--- config.mk ---
export PLATFORM = sky130hd
export DESIGN_NAME = wsc_vec_cell
export DESIGN_NICKNAME = d
export VERILOG_FILES = /design/src/rtl/wsc_pkg.sv /design/src/rtl/wsc_vec_cell.sv
export SDC_FILE = /design/constraint.sdc
export NUM_CORES = 1
export LEC_CHECK = 0
export ABC_AREA = 1
export BUFFER_PORTS_ARGS = -buffer_cell sky130_fd_sc_hd__buf_4
export CAP_MARGIN = 5
export CELL_PAD_IN_SITES_DETAIL_PLACEMENT = 1
export CELL_PAD_IN_SITES_GLOBAL_PLACEMENT = 1
export CORE_UTILIZATION = 36
export DETAILED_ROUTE_END_ITERATION = 8
export HOLD_SLACK_MARGIN = 0.06
export PLACE_DENSITY = 0.76
export SLEW_MARGIN = 15
export SYNTH_ARGS = -nofsm -noshare
export SYNTH_HDL_FRONTEND = slang
export SYNTH_SLANG_ARGS = --single-unit
export TNS_END_PERCENT = 1
--- constraint.sdc ---
create_clock -name clk_i -period 4.3 [get_ports clk_i]
set_clock_uncertainty 0.2 [all_clocks]
set_input_delay 0.645 -clock clk_i [delete_from_list [all_inputs] [get_ports clk_i]]
set_output_delay 0.645 -clock clk_i [all_outputs]
set_load 0.05 [all_outputs]
--- src/rtl/wsc_pkg.sv ---
// Shared types, constants and tables for the waypoint steering controller.
package wsc_pkg;

  localparam int unsigned RegW   = 25;
  localparam int unsigned CoordW = 31;
  localparam int unsigned HeadW  = 19;
  localparam int unsigned AngW   = 35;   // Q30 angles with headroom for wrap
  localparam int unsigned VecW   = 52;   // vectoring x/y datapath
  localparam int unsigned RotW   = 33;   // rotation x/y datapath

  localparam logic [1:0] CfgSlowRadius   = 2'd0;
  localparam logic [1:0] CfgMaxSpeed     = 2'd1;
  localparam logic [1:0] CfgTurningGain  = 2'd2;
  localparam logic [1:0] CfgVerticalGain = 2'd3;

  localparam logic signed [AngW-1:0] PiQ30     = 35'sd3373259426;
  localparam logic signed [AngW-1:0] TwoPiQ30  = 35'sd6746518852;
  localparam logic signed [AngW-1:0] HalfPiQ30 = 35'sd1686629713;
  localparam logic signed [AngW-1:0] LimitQ30  = 35'sd1685774664;
  localparam logic signed [RotW-1:0] OneQ30    = 33'sd1073741824;
  localparam logic [29:0]            InvKQ30   = 30'd652032874;

  // atan(2^-i) in Q30, truncated
  function automatic logic signed [AngW-1:0] atan_q30(input int unsigned i);
    logic signed [AngW-1:0] r;
    begin
      r = '0;
      case (i)
        0: r = 35'sd843314856;
        1: r = 35'sd497837829;
        2: r = 35'sd263043836;
        3: r = 35'sd133525158;
        4: r = 35'sd67021686;
        5: r = 35'sd33543515;
        6: r = 35'sd16775850;
        7: r = 35'sd8388437;
        8: r = 35'sd4194282;
        9: r = 35'sd2097149;
        default: begin
          if (i < 30) r = (35'sd1 <<< (30 - i)) - 35'sd1;
          else r = '0;
        end
      endcase
      return r;
    end
  endfunction

  // Per-item data carried down the chain of cells.
  typedef struct packed {
    logic                     has_target;
    logic                     zero_vec;
    logic signed [VecW-1:0]   vx;
    logic signed [VecW-1:0]   vy;
    logic signed [AngW-1:0]   vz;
    logic signed [HeadW-1:0]  heading;
    logic signed [32:0]       dz;
  } vec_item_t;

  typedef struct packed {
    logic                     has_target;
    logic [31:0]              dist_val;  // planar distance, Q16.16
    logic signed [AngW-1:0]   err;
    logic                     neg;
    logic signed [RotW-1:0]   rx;
    logic signed [RotW-1:0]   ry;
    logic signed [AngW-1:0]   rt;
    logic signed [32:0]       dz;
  } rot_item_t;

endpackage

--- src/rtl/wsc_vec_cell.sv ---
// One vectoring CORDIC micro-rotation stage.
module wsc_vec_cell #(
  parameter int unsigned Idx = 0
) (
  input  logic                  clk_i,
  input  logic                  en_i,
  input  wsc_pkg::vec_item_t    d_i,
  output wsc_pkg::vec_item_t    d_o
);
  wsc_pkg::vec_item_t nxt;
  logic signed [wsc_pkg::VecW-1:0] xs, ys;

  always_comb begin
    nxt = d_i;
    xs  = d_i.vx >>> Idx;
    ys  = d_i.vy >>> Idx;
    if (d_i.vy >= 0) begin
      nxt.vx = d_i.vx + ys;
      nxt.vy = d_i.vy - xs;
      nxt.vz = d_i.vz + wsc_pkg::atan_q30(Idx);
    end else begin
      nxt.vx = d_i.vx - ys;
      nxt.vy = d_i.vy + xs;
      nxt.vz = d_i.vz - wsc_pkg::atan_q30(Idx);
    end
  end

  always_ff @(posedge clk_i) begin
    if (en_i) d_o <= nxt;
  end
endmodule

==> flow_summary.json <==
{
  "ctsResizeCount": 0,
  "rows": 88,
  "clockBufferDepth": 2,
  "antenna_found_initial": 0,
  "yosys_warnings": 0,
  "cts_sinks": 192,
  "n_antenna_cell": 0,
  "fillers": 7813,
  "synthesis.nets": 3747,
  "switching_share_pct": 47.7,
  "drtIter0Drc": 1336,
  "power.switching_uw": 3900,
  "area_growth_pct": 19.8,
  "power_frac_seq_pct": 30.0,
  "drt-wirelength-per-cell_um": 21.3,
  "hp-class": "in2reg",
  "synth_cell_types": 51,
  "die_h_um": 246,
  "post-dp-hpwl_um": 82100,
  "cts_tree": "yes",
  "fin_nets": 4098,
  "drive_above_1_share_pct": 14.3,
  "end_kind": "flop",
  "clock_power_share_pct": 23.2,
  "ir_drop_mv": 0.328,
  "clock-root-buffer": "clkbuf_16",
  "start_util_pct": 36.8,
  "largest_reg_flops": 192,
  "holdBufCountCts": 0,
  "fmax_mhz": 273,
  "die-width_um": 246,
  "wl_um": 96000,
  "coreArea_mm2": 0.0581,
  "h-tree-depth": 4,
  "worst_pin_slew_ns": 0.946,
  "multi_input_area_mm2": 0.0128,
  "finalCritPeriodShare_pct": 85.3,
  "hold_viol": 0,
  "cap_viol_max_count": 0,
  "fin_cells": 4511,
  "setup-violations-final": 0,
  "start_kind": "primary input",
  "p_int_uw": 4270,
  "synth_edf_count": 192,
  "die-area_mm2": 0.0604,
  "rsz0062_at_grt": "no",
  "io_buffers": 387,
  "synthCells": 3382,
  "cp_data_required_time_ns": 4.36,
  "tns_ns": 0,
  "drtAntennaViolNets": 0,
  "routed_via_density": 5.23,
  "power.density_mw_per_mm2": 319,
  "critPathArrivalTime_ns": 3.73,
  "combPwrFrac_pct": 46.7,
  "vias": 23600,
  "relSlewSlack_pct": 36.9,
  "ys_ff_latch": 192,
  "reg.largest.list": "d_o: 192 flops",
  "fin_area_mm2": 0.0256,
  "drtPass1Iterations": 6,
  "drv_slew": 0,
  "fin_util_pct": 44.1,
  "crit_type": "in2reg",
  "synth_area_per_cell_um2": 6.32,
  "grt_max_degree": 99,
  "p_leak_uw": 0.0136,
  "overflow": 0,
  "synth-async-reset-ratio_pct": 0,
  "grt_pass1_wl_um": 142000,
  "regArea_mm2": 0.00577,
  "ys.flop_type": "edfxtp_1",
  "path_max_fanout": 11,
  "gp_congestion": 1.02,
  "grtUsageTotal_pct": 31.6,
  "cts_buffers": 17,
  "status": "complete, no violations",
  "top_register": "d_o",
  "drc": 0,
  "ys_seq_area_share_pct": 27.0,
  "place_inst": 4479,
  "place_area_mm2": 0.0250,
  "first_global_vias": 24100,
  "synthesis.area_mm2": 0.0214,
  "period_minus_slack_ns": 3.67,
  "ios": 388,
  "clkTransAtPathRegs_ns": 0.10,
  "cts_setup_buffers": 0
}
area by class of cell:
| cell class | instances | area share, % |
|---|---|---|
| timing repair buffer | 410 | 12.1 |
| inverter | 630 | 9.24 |
| clock inverter | 15 | 0.928 |
| sequential | 192 | 22.5 |
| multi-input combinational | 2482 | 49.8 |
| clock buffer | 17 | 1.66 |
| tap | 765 | 3.74 |
per-stage QoR:
| step | setup slack [ns] | total power [uW] | hold slack, ns |
|---|---|---|---|
| 2_1_floorplan | 1.03 | 4890 | 0.544 |
| 3_3_place_gp | 0.275 | 6220 | 0.623 |
| 3_5_place_dp | 0.260 | 6270 | 0.625 |
| 4_1_cts | 0.809 | 8180 | 0.0668 |
| 5_1_grt | 0.400 | 8540 | 0.0720 |
| 6_report | 0.634 | 8170 | 0.0920 |
cell families after synthesis:
logic type	synth area share, %
compound gates	11.2
xor+xnor	2.72
fa+ha+maj	10.1
buf+inv	13.4
flops	27.0
mux	0.0468
simple gates	35.7
placed cells by master, fill, tap and decap left out, types with 3 or more instances in the layout:
| cell type | synthesis | final |
|---|---|---|
| inv_12 | 0 | 4 |
| nor3_1 | 20 | 20 |
| inv_16 | 0 | 5 |
| clkbuf_16 | 0 | 17 |
| nand3_1 | 301 | 301 |
| inv_1 | 615 | 615 |
| o21bai_1 | 33 | 33 |
| ha_1 | 167 | 167 |
| o21ai_0 | 162 | 162 |
| nor2_1 | 222 | 222 |
| a21oi_1 | 210 | 210 |
| a21oi_2 | 3 | 3 |
| edfxtp_1 | 192 | 192 |
| fa_1 | 3 | 3 |
| and3_1 | 4 | 4 |
| nand3_2 | 3 | 3 |
| xor2_2 | 4 | 4 |
| nand2_1 | 1117 | 1117 |
| inv_2 | 15 | 14 |
| nand3b_1 | 3 | 3 |
| o22ai_1 | 4 | 4 |
| buf_4 | 34 | 407 |
| nand2_2 | 19 | 19 |
| nor3_2 | 7 | 7 |
| nor2_2 | 28 | 28 |
| nor2_4 | 8 | 8 |
| nand4_1 | 60 | 60 |
| o21ai_1 | 17 | 17 |
| xnor2_1 | 6 | 6 |
| xor2_1 | 53 | 53 |
path summary, 6_finish.rpt:
| path | from | to | slack [ns] | cells after the start |
|---|---|---|---|---|
| worst max-delay path | d_i[111] | d_o[188] | 0.63 | 13 |
| worst min-delay path | d_i[51] | d_o[51] | 0.09 | 1 |
power by group through the flow:
stage | registers, uW | clock network [uW] | logic (uW)
CTS | 2460 | 1930 | 3780
finish | 2450 | 1900 | 3820
detailed placement | 2500 | 0 | 3770
global placement | 2490 | 0 | 3730
global route | 2470 | 1980 | 4090
floorplan | 3290 | 0 | 1600
metal layers:
layer	vias to the layer above	wire length (um)	global-route usage (%)
met5	-	0	0
met4	0	4680	15.3
met3	183	5020	4.39
met2	744	46200	55.1
met1	11300	40100	37.8
li1	11400	-	-
critical path: stages:
cell     delay [ns]
buf_4          0.09
inv_1          0.04
ha_1           0.58
nand2_1        0.24
nor2_1         0.31
and2_0         0.43
nand2_1        0.30
nor3_2         0.45
nand2_1        0.28
nand3_1        0.15
nand2_1        0.05
nand3_1        0.07
nand2_1        0.08
cell usage after synthesis (4+ instances only):
library cell / n / area, um2
a21oi_1: 210 / 1050
and3_1: 4 / 25.0
buf_2: 19 / 95.1
buf_4: 34 / 255
buf_6: 5 / 56.3
clkbuf_1: 16 / 60.1
edfxtp_1: 192 / 5770
ha_1: 167 / 2090
inv_1: 615 / 2310
inv_2: 15 / 56.3
nand2_1: 1117 / 4190
nand2_2: 19 / 119
nand3_1: 301 / 1510
nand4_1: 60 / 375
nor2_1: 222 / 833
nor2_2: 28 / 175
nor2_4: 8 / 90.1
nor3_1: 20 / 100
nor3_2: 7 / 70.1
o21ai_0: 162 / 811
o21ai_1: 17 / 85.1
o21bai_1: 33 / 248
o22ai_1: 4 / 25.0
xnor2_1: 6 / 52.6
xor2_1: 53 / 464
xor2_2: 4 / 65.1
(Power assumes the default switching activity.)
