==> src/rtl/wsc_pkg.sv <==
// Shared types, constants and tables for the waypoint steering controller.
package wsc_pkg;

  localparam int unsigned RegW   = 25;
  localparam int unsigned CoordW = 31;
  localparam int unsigned HeadW  = 19;
  localparam int unsigned AngW   = 35;   // Q30 angles with headroom for wrap
  localparam int unsigned VecW   = 52;   // vectoring x/y datapath
  localparam int unsigned RotW   = 33;   // rotation x/y datapath

  localparam logic [1:0] CfgSlowRadius   = 2'd0;
  localparam logic [1:0] CfgMaxSpeed     = 2'd1;
  localparam logic [1:0] CfgTurningGain  = 2'd2;
  localparam logic [1:0] CfgVerticalGain = 2'd3;

  localparam logic signed [AngW-1:0] PiQ30     = 35'sd3373259426;
  localparam logic signed [AngW-1:0] TwoPiQ30  = 35'sd6746518852;
  localparam logic signed [AngW-1:0] HalfPiQ30 = 35'sd1686629713;
  localparam logic signed [AngW-1:0] LimitQ30  = 35'sd1685774664;
  localparam logic signed [RotW-1:0] OneQ30    = 33'sd1073741824;
  localparam logic [29:0]            InvKQ30   = 30'd652032874;

  // atan(2^-i) in Q30, truncated
  function automatic logic signed [AngW-1:0] atan_q30(input int unsigned i);
    logic signed [AngW-1:0] r;
    begin
      r = '0;
      case (i)
        0: r = 35'sd843314856;
        1: r = 35'sd497837829;
        2: r = 35'sd263043836;
        3: r = 35'sd133525158;
        4: r = 35'sd67021686;
        5: r = 35'sd33543515;
        6: r = 35'sd16775850;
        7: r = 35'sd8388437;
        8: r = 35'sd4194282;
        9: r = 35'sd2097149;
        default: begin
          if (i < 30) r = (35'sd1 <<< (30 - i)) - 35'sd1;
          else r = '0;
        end
      endcase
      return r;
    end
  endfunction

  // Per-item data carried down the chain of cells.
  typedef struct packed {
    logic                     has_target;
    logic                     zero_vec;
    logic signed [VecW-1:0]   vx;
    logic signed [VecW-1:0]   vy;
    logic signed [AngW-1:0]   vz;
    logic signed [HeadW-1:0]  heading;
    logic signed [32:0]       dz;
  } vec_item_t;

  typedef struct packed {
    logic                     has_target;
    logic [31:0]              dist_val;  // planar distance, Q16.16
    logic signed [AngW-1:0]   err;
    logic                     neg;
    logic signed [RotW-1:0]   rx;
    logic signed [RotW-1:0]   ry;
    logic signed [AngW-1:0]   rt;
    logic signed [32:0]       dz;
  } rot_item_t;

endpackage

==> src/rtl/wsc_rot_cell.sv <==
// One rotating CORDIC micro-rotation stage.
module wsc_rot_cell #(
  parameter int unsigned Idx = 0
) (
  input  logic                  clk_i,
  input  logic                  en_i,
  input  wsc_pkg::rot_item_t    d_i,
  output wsc_pkg::rot_item_t    d_o
);
  wsc_pkg::rot_item_t nxt;
  logic signed [wsc_pkg::RotW-1:0] xs, ys;

  always_comb begin
    nxt = d_i;
    xs  = d_i.rx >>> Idx;
    ys  = d_i.ry >>> Idx;
    if (d_i.rt >= 0) begin
      nxt.rx = d_i.rx - ys;
      nxt.ry = d_i.ry + xs;
      nxt.rt = d_i.rt - wsc_pkg::atan_q30(Idx);
    end else begin
      nxt.rx = d_i.rx + ys;
      nxt.ry = d_i.ry - xs;
      nxt.rt = d_i.rt + wsc_pkg::atan_q30(Idx);
    end
  end

  always_ff @(posedge clk_i) begin
    if (en_i) d_o <= nxt;
  end
endmodule

==> config.mk <==
export PLATFORM = sky130hd
export DESIGN_NAME = wsc_rot_cell
export DESIGN_NICKNAME = d
export VERILOG_FILES = /design/src/rtl/wsc_pkg.sv /design/src/rtl/wsc_rot_cell.sv
export SDC_FILE = /design/constraint.sdc
export NUM_CORES = 1
export LEC_CHECK = 0
export ABC_AREA = 1
export BUFFER_PORTS_ARGS = -buffer_cell sky130_fd_sc_hd__buf_2
export CORE_MARGIN = 3
export CORE_UTILIZATION = 30
export DETAILED_ROUTE_END_ITERATION = 8
export PLACE_DENSITY_LB_ADDON = 0.3
export SETUP_SLACK_MARGIN = 0.02
export SLEW_MARGIN = 5
export SYNTH_ARGS = -nofsm -noshare
export SYNTH_HDL_FRONTEND = slang
export SYNTH_SLANG_ARGS = --single-unit
==> constraint.sdc <==
create_clock -name clk_i -period 3.5 [get_ports clk_i]
set_clock_uncertainty 0.15 [all_clocks]
set_input_delay 0.7 -clock clk_i [delete_from_list [all_inputs] [get_ports clk_i]]
set_output_delay 0.7 -clock clk_i [all_outputs]
set_load 0.05 [all_outputs]
==> qor.txt, run 1 <==
outcome: complete, no violations
multi-input logic area: 0.007976 mm^2
Top Registers: d_o x202
Synth Area per Inst: 7.292 um^2
clock-pin slew on the worst setup and hold paths: 0.07 ns
hold crit path type: input port to flip-flop
# rows: 83
final worst slack: 0.9062 ns
CTS tree: built
CP max FO: 11
max reg flops: 202
Seq pwr share: 35.1%
post-CTS sizing: 0
Seq cells post-synth: 202
GRT Util Overall: 20.00%
routed wl met2: 27,000 um
layout cells sized above 1: 19.04%
synthesized area: 0.01569 mm^2
Hold-fix buffers, CTS: 0
wire length on met3: 3802 um
largest net degree at the start of global routing: 70
WP depth: 16
drt initial violations: 1,154
placed cells: 3,204
first-pass iteration count of the detailed router: 7
Hold Path Depth: 1
post-synth cell types: 37
RSZ-0062 raised after global routing: false
Diodes inserted: 0
Main synth FF type: edfxtp_1
period utilisation layout: 74.11%
switching portion of total power: 40.63%
routability cong.: 0.9530
Worst EP required: 3.65 ns
Nets: 2,895
Post-CTS Setup Bufs: 0
number of setup violations in the final report: 0
max_cap viols: 0
H-tree depth: 1
GRT overflow: 0
dpl hpwl: 48,250 um
Filler cells: 5,494
chip height: 234.7 um
cell family with most CP delay: simple AND/OR/NAND/NOR gates
Slew Limit Fails: 0
fmax: 385.5 MHz
total number of yosys warnings: 0
worst slack, placed: 0.3584 ns
pwr/cell area: 459.9 mW/mm^2
root buffer cell: clkbuf_16
via count normalized by instance count: 4.733
Largest Register: d_o
WHS: 0.1680 ns
buffers added on ports: 407
DR top layer: met4
final hold violation count: 0
fin util: 37.36%
Post-synth EDFFs: 202
Slowest cell on crit path: ha_1
P_leak: 0.01003 uW
Pint: 5255 uW
syn nets: 2,496
CTS sink count: 202
worst relative slew slack: 45.80%
Inserted Clock Buffers: 25
vias in the first global route: 15,160
worst path bufs/invs: 4
Remaining DRCs: 0
Switch Pwr: 3596 uW
die area: 0.05509 mm^2
CP cell instances: buf_2 > inv_1 > ha_1 > nand2_1 > inv_1 > nand2_1 > nand2_1 > inv_1 > nand2_1 > nand2_1 > nand2_1 > nand2_1 > nand2_1 > nand2_1 > nand3_1 > nand2_1
combinational share of power: 36.0%
P&R area growth vs syn: 22.64%
CORE AREA: 0.05151 mm^2
worst-margin pin slew: 0.8130 ns
IO Pins: 408
non-filler cells, final: 3,248
Setup crit end kind: flip-flop
Max clock buf depth: 3
drt total wl: 57,310 um
WL/cell: 17.65 um
vias: 15,370
Syn Inst Count: 2,152
fin crit period: 2.594 ns
CP most frequent cell: nand2_1
Initial Util: 30.47%
Die Wd: 234.7 um
FF/Latch Area: 0.006066 mm^2
CP Class: input port to flip-flop
crit-path max cell delay: 0.53 ns
post-synthesis sequential area ratio: 38.65%
routed metal-1 wirelength: 23,860 um
Fin Setup TNS: 0 ns
Clk pwr share: 29.0%
CP arrival: 2.75 ns
first-pass GRT wire length: 86,960 um
initial antenna violation count: 2
Synth async-reset ratio: 0%
maximum VDD drop: 0.3492 mV
ANT nets after route: 0
Startpoint Class: input port
==> path summary, 6_finish.rpt <==
check | from | endpoint | slack [ns]
worst min-delay path | d_i[149] | d_o[149] | 0.17
worst max-delay path | d_i[74] | d_o[132] | 0.91
==> synth_stat cells (2+ instances only) <==
library cell / n / share of area, %
nand2_1: 743 / 18
inv_1: 369 / 8.8
edfxtp_1: 202 / 39
nand3_1: 184 / 5.9
nor2_1: 138 / 3.3
ha_1: 135 / 11
a21oi_1: 118 / 3.8
o21ai_0: 51 / 1.6
xor2_1: 42 / 2.3
buf_2: 20 / 0.64
nand4_1: 20 / 0.80
nor3_1: 13 / 0.41
buf_4: 12 / 0.57
o21bai_1: 12 / 0.57
clkbuf_1: 11 / 0.26
nand2_2: 11 / 0.44
o21a_1: 9 / 0.43
o21ai_1: 9 / 0.29
nor2_2: 7 / 0.28
inv_2: 6 / 0.14
a21o_1: 4 / 0.19
a31oi_1: 4 / 0.16
fa_1: 4 / 0.51
nor3_2: 4 / 0.26
o22ai_1: 4 / 0.16
xnor2_1: 3 / 0.17
and3_1: 2 / 0.080
clkinv_1: 2 / 0.048
nand3b_1: 2 / 0.096
nor2_4: 2 / 0.14
nor4_1: 2 / 0.080
o31ai_1: 2 / 0.096
==> stage by stage <==
step                total power (uW)  cell area (um^2)
floorplan                       5324             15690
global placement                6325             18450
detailed placement              6339             18450
CTS                             8959             19240
global route                    9330             19240
finish                          8850             19240
==> power groups by stage <==
stage	clock [uW]	combinational, uW	sequential [uW]
2_1_floorplan	0	1250	4080
3_3_place_gp	0	3170	3150
3_5_place_dp	0	3180	3160
4_1_cts	2660	3190	3110
5_1_grt	2760	3440	3130
6_report	2560	3180	3100
==> layout by cell type (no fill, tap or decap), drive strengths merged, types with 3 or more instances in the layout <==
cell	Yosys	layout
ha	135	135
xor2	42	42
edfxtp	202	202
nor4	3	3
fa	4	4
xnor2	3	3
nor2	147	147
o22ai	4	4
clkinvlp	0	6
nand2	754	754
buf	33	415
o21a	9	9
nand3	184	184
o21bai	12	12
inv	375	379
o21ai	60	60
nor3	17	17
a21oi	119	119
clkbuf	11	28
clkinv	2	7
a31oi	4	4
a21o	4	4
nand4	20	20
==> layout make-up <==
type / instances / area share, %
tap: 680 / 4.421
multi-input combinational: 1529 / 41.45
inverter: 377 / 7.353
clock inverter: 17 / 0.8582
timing repair buffer: 416 / 11.11
sequential: 202 / 31.52
clock buffer: 27 / 3.290
==> routing by layer <==
layer,vias up,GRT usage (%)
met5,-,0
li1,7652,-
met4,0,8.496
met3,109,2.876
met2,591,34.55
met1,7020,24.94
==> cells by family (layout without fill, tap and decap cells) <==
logic type | Yosys count | in the layout | share of synthesized area [%]
buffers and inverters | 421 | 837 | 10.52
adders and majority gates | 139 | 139 | 11.27
xor gates and xnor gates | 45 | 45 | 2.512
DFF | 202 | 202 | 38.65
and+or+nand+nor | 1130 | 1130 | 29.64
AOI/OAI and AO/OA | 215 | 215 | 7.399
Power figures use the tool's default switching activity.
==> run 2: changes to the inputs <==
--- a/config.mk
+++ b/config.mk
@@ -5,7 +5,7 @@
 export SDC_FILE = /design/constraint.sdc
 export NUM_CORES = 1
 export LEC_CHECK = 0
-export ABC_AREA = 1
+export ABC_AREA = 0
 export BUFFER_PORTS_ARGS = -buffer_cell sky130_fd_sc_hd__buf_2
 export CORE_MARGIN = 3
 export CORE_UTILIZATION = 30
==> constraint.sdc (replaced) <==
create_clock -name clk_i -period 2.6 [get_ports clk_i]
set_clock_uncertainty 0.15 [all_clocks]
set_input_delay 0.52 -clock clk_i [delete_from_list [all_inputs] [get_ports clk_i]]
set_output_delay 0.52 -clock clk_i [all_outputs]
set_load 0.05 [all_outputs]
==> qor.txt, run 2 <==
post-synthesis sequential area ratio: 45.83%
worst relative slew slack: 43.71%
Seq pwr share: 32.9%
vias: 13,150
GRT Util Overall: 20.67%
Synth Area per Inst: 10.46 um^2
Synth async-reset ratio: 0%
switching portion of total power: 37.55%
Top Registers: d_o x202
via count normalized by instance count: 4.815
CP arrival: 3.15 ns
dpl hpwl: 40,640 um
H-tree depth: 1
failing checks: setup timing
Slew Limit Fails: 0
outcome: complete, but fails checks
CTS sink count: 202
Inserted Clock Buffers: 24
IO Pins: 408
worst path bufs/invs: 2
commonest non-fill, non-tap cell in the layout: buf_2
Startpoint Class: input port
Clk pwr share: 27.2%
Pint: 8080 uW
ANT nets after route: 0
routability cong.: 0.9163
die area: 0.04667 mm^2
drt initial violations: 703
Post-DP Area: 0.01909 mm^2
first-pass iteration count of the detailed router: 5
WHS: 0.02736 ns
Final Cell Area: 0.02172 mm^2
pwr/cell area: 595.8 mW/mm^2
Fin Setup TNS: -7.489 ns
P&R area growth vs syn: 64.08%
CP cell instances: buf_8 > inv_6 > ha_4 > or4_4 > or3b_4 > a211o_1 > a31oi_4 > nor4_4 > o31ai_4 > a41o_1 > a2bb2oi_2 > xor2_1
Die Wd: 216.0 um
hold crit path type: input port to flip-flop
Main synth FF type: edfxtp_1
RSZ-0062 raised after global routing: true
drt total wl: 51,150 um
top-count cell post-synth: edfxtp_1
cell family with most CP delay: compound AO/OA/AOI/OAI gates
WP depth: 12
Initial Util: 30.52%
number of setup violations in the final report: 33
Slowest cell on crit path: or4_4
final worst slack: -0.4287 ns
CTS tree: built
Post-synth EDFFs: 202
Max clock buf depth: 3
crit-path max cell delay: 0.55 ns
post-synth cell types: 73
commonest cells in the netlist: edfxtp_1 (202), ha_1 (135), a21oi_1 (123)
multi-input logic area: 0.007597 mm^2
combinational share of power: 39.9%
GRT overflow: 0
layout cells sized above 1: 48.00%
syn nets: 1,609
most frequent cells in the layout: buf_2 (394), buf_4 (384), edfxtp_1 (202)
Setup crit end kind: flip-flop
synthesized area: 0.01324 mm^2
Largest Register: d_o
root buffer cell: clkbuf_16
P_leak: 0.009878 uW
CP max FO: 4
total number of yosys warnings: 0
FF/Latch Area: 0.006066 mm^2
chip height: 216.0 um
CP Class: input port to flip-flop
# rows: 76
post-synth top area share: 45.83%
Remaining DRCs: 0
final hold violation count: 0
WL/cell: 18.73 um
max_cap viols: 0
period utilisation layout: 116.5%
Hold Path Depth: 1
first-pass GRT wire length: 75,820 um
max reg flops: 202
buffers added on ports: 407
top cells by area, synth: edfxtp_1 (46%), ha_1 (13%), a21oi_1 (4.7%), xnor2_1 (4.3%), inv_1 (2.9%)
Filler cells: 3,992
Nets: 2,472
largest net degree at the start of global routing: 69
CORE AREA: 0.04336 mm^2
Worst EP required: 2.72 ns
initial antenna violation count: 2
Switch Pwr: 4859 uW
Seq cells post-synth: 202
worst-margin pin slew: 0.8443 ns
vias in the first global route: 13,340
Synth area leader: edfxtp_1
maximum VDD drop: 0.4125 mV
clock-pin slew on the worst setup and hold paths: 0.06 ns
fin crit period: 3.029 ns
Syn Inst Count: 1,265
Diodes inserted: 0
fmax: 330.2 MHz
run 2: final timing paths:
kind,from,end
hold / removal,d_i[151],d_o[151]
setup / recovery,d_i[81],d_o[131]
run 2: power groups by stage:
stage,registers (uW),clock network [uW],logic (uW)
4_1_cts,4260,3610,5010
6_report,4250,3520,5170
2_1_floorplan,5660,0,1520
5_1_grt,4280,3740,5470
3_5_place_dp,4320,0,4750
3_3_place_gp,4310,0,4720
run 2: cell families (layout without fill, tap and decap cells):
group                    count (synthesis)  after routing  share of synthesized area [%]
XOR/XNOR                                87             87                          5.757
buffers and inverters                  154           1035                          4.472
AND/OR/NAND/NOR                        278            278                          10.04
flip-flops                             202            202                          45.83
multiplexers                            13             13                         0.9927
AO/OA/AOI/OAI                          392            392                          19.54
adder cells (fa/ha/maj)                139            139                          13.37
run 2: timing repair:
| item | 4_1_cts | 5_1_grt |
|---|---|---|
| hold buffers | 70 | 2 |
| setup buffers | 22 | 16 |
| cloned | 0 | 0 |
| endpoints found under the hold margin | 70 | 2 |
| pin swaps | 65 | 56 |
| endpoints found under the setup margin | 50 | 57 |
| resized for setup | 99 | 94 |
run 2: per-layer routing:
| metal | up-vias | part of all wire [%] | global-route usage (%) |
|---|---|---|---|
| met5 | - | 0.022 | 0 |
| met4 | 2 | 4.9 | 9.761 |
| met3 | 97 | 5.6 | 3.168 |
| met2 | 422 | 50 | 36.52 |
| met1 | 6267 | 40 | 24.63 |
| li1 | 6361 | - | - |
run 2: stage by stage:
stage               power, uW  setup slack (ns)  utilization [%]  instances
floorplan                7178           -0.6407                -       1265
global placement         9035            -1.098            44.02       2584
detailed placement       9074            -1.151            44.02       2584
CTS                     12880           -0.4428            48.84       2717
global route            13500           -0.4787            50.08       2731
finish                  12940           -0.4287            50.08       2731
run 2: final cells by class:
| cell class | instances | share of cell area (%) |
|---|---|---|
| clock buffer | 26 | 2.898 |
| clock inverter | 18 | 0.8470 |
| inverter | 105 | 2.063 |
| multi-input combinational | 909 | 34.99 |
| sequential | 202 | 27.93 |
| tap | 585 | 3.371 |
| timing repair buffer | 886 | 27.90 |
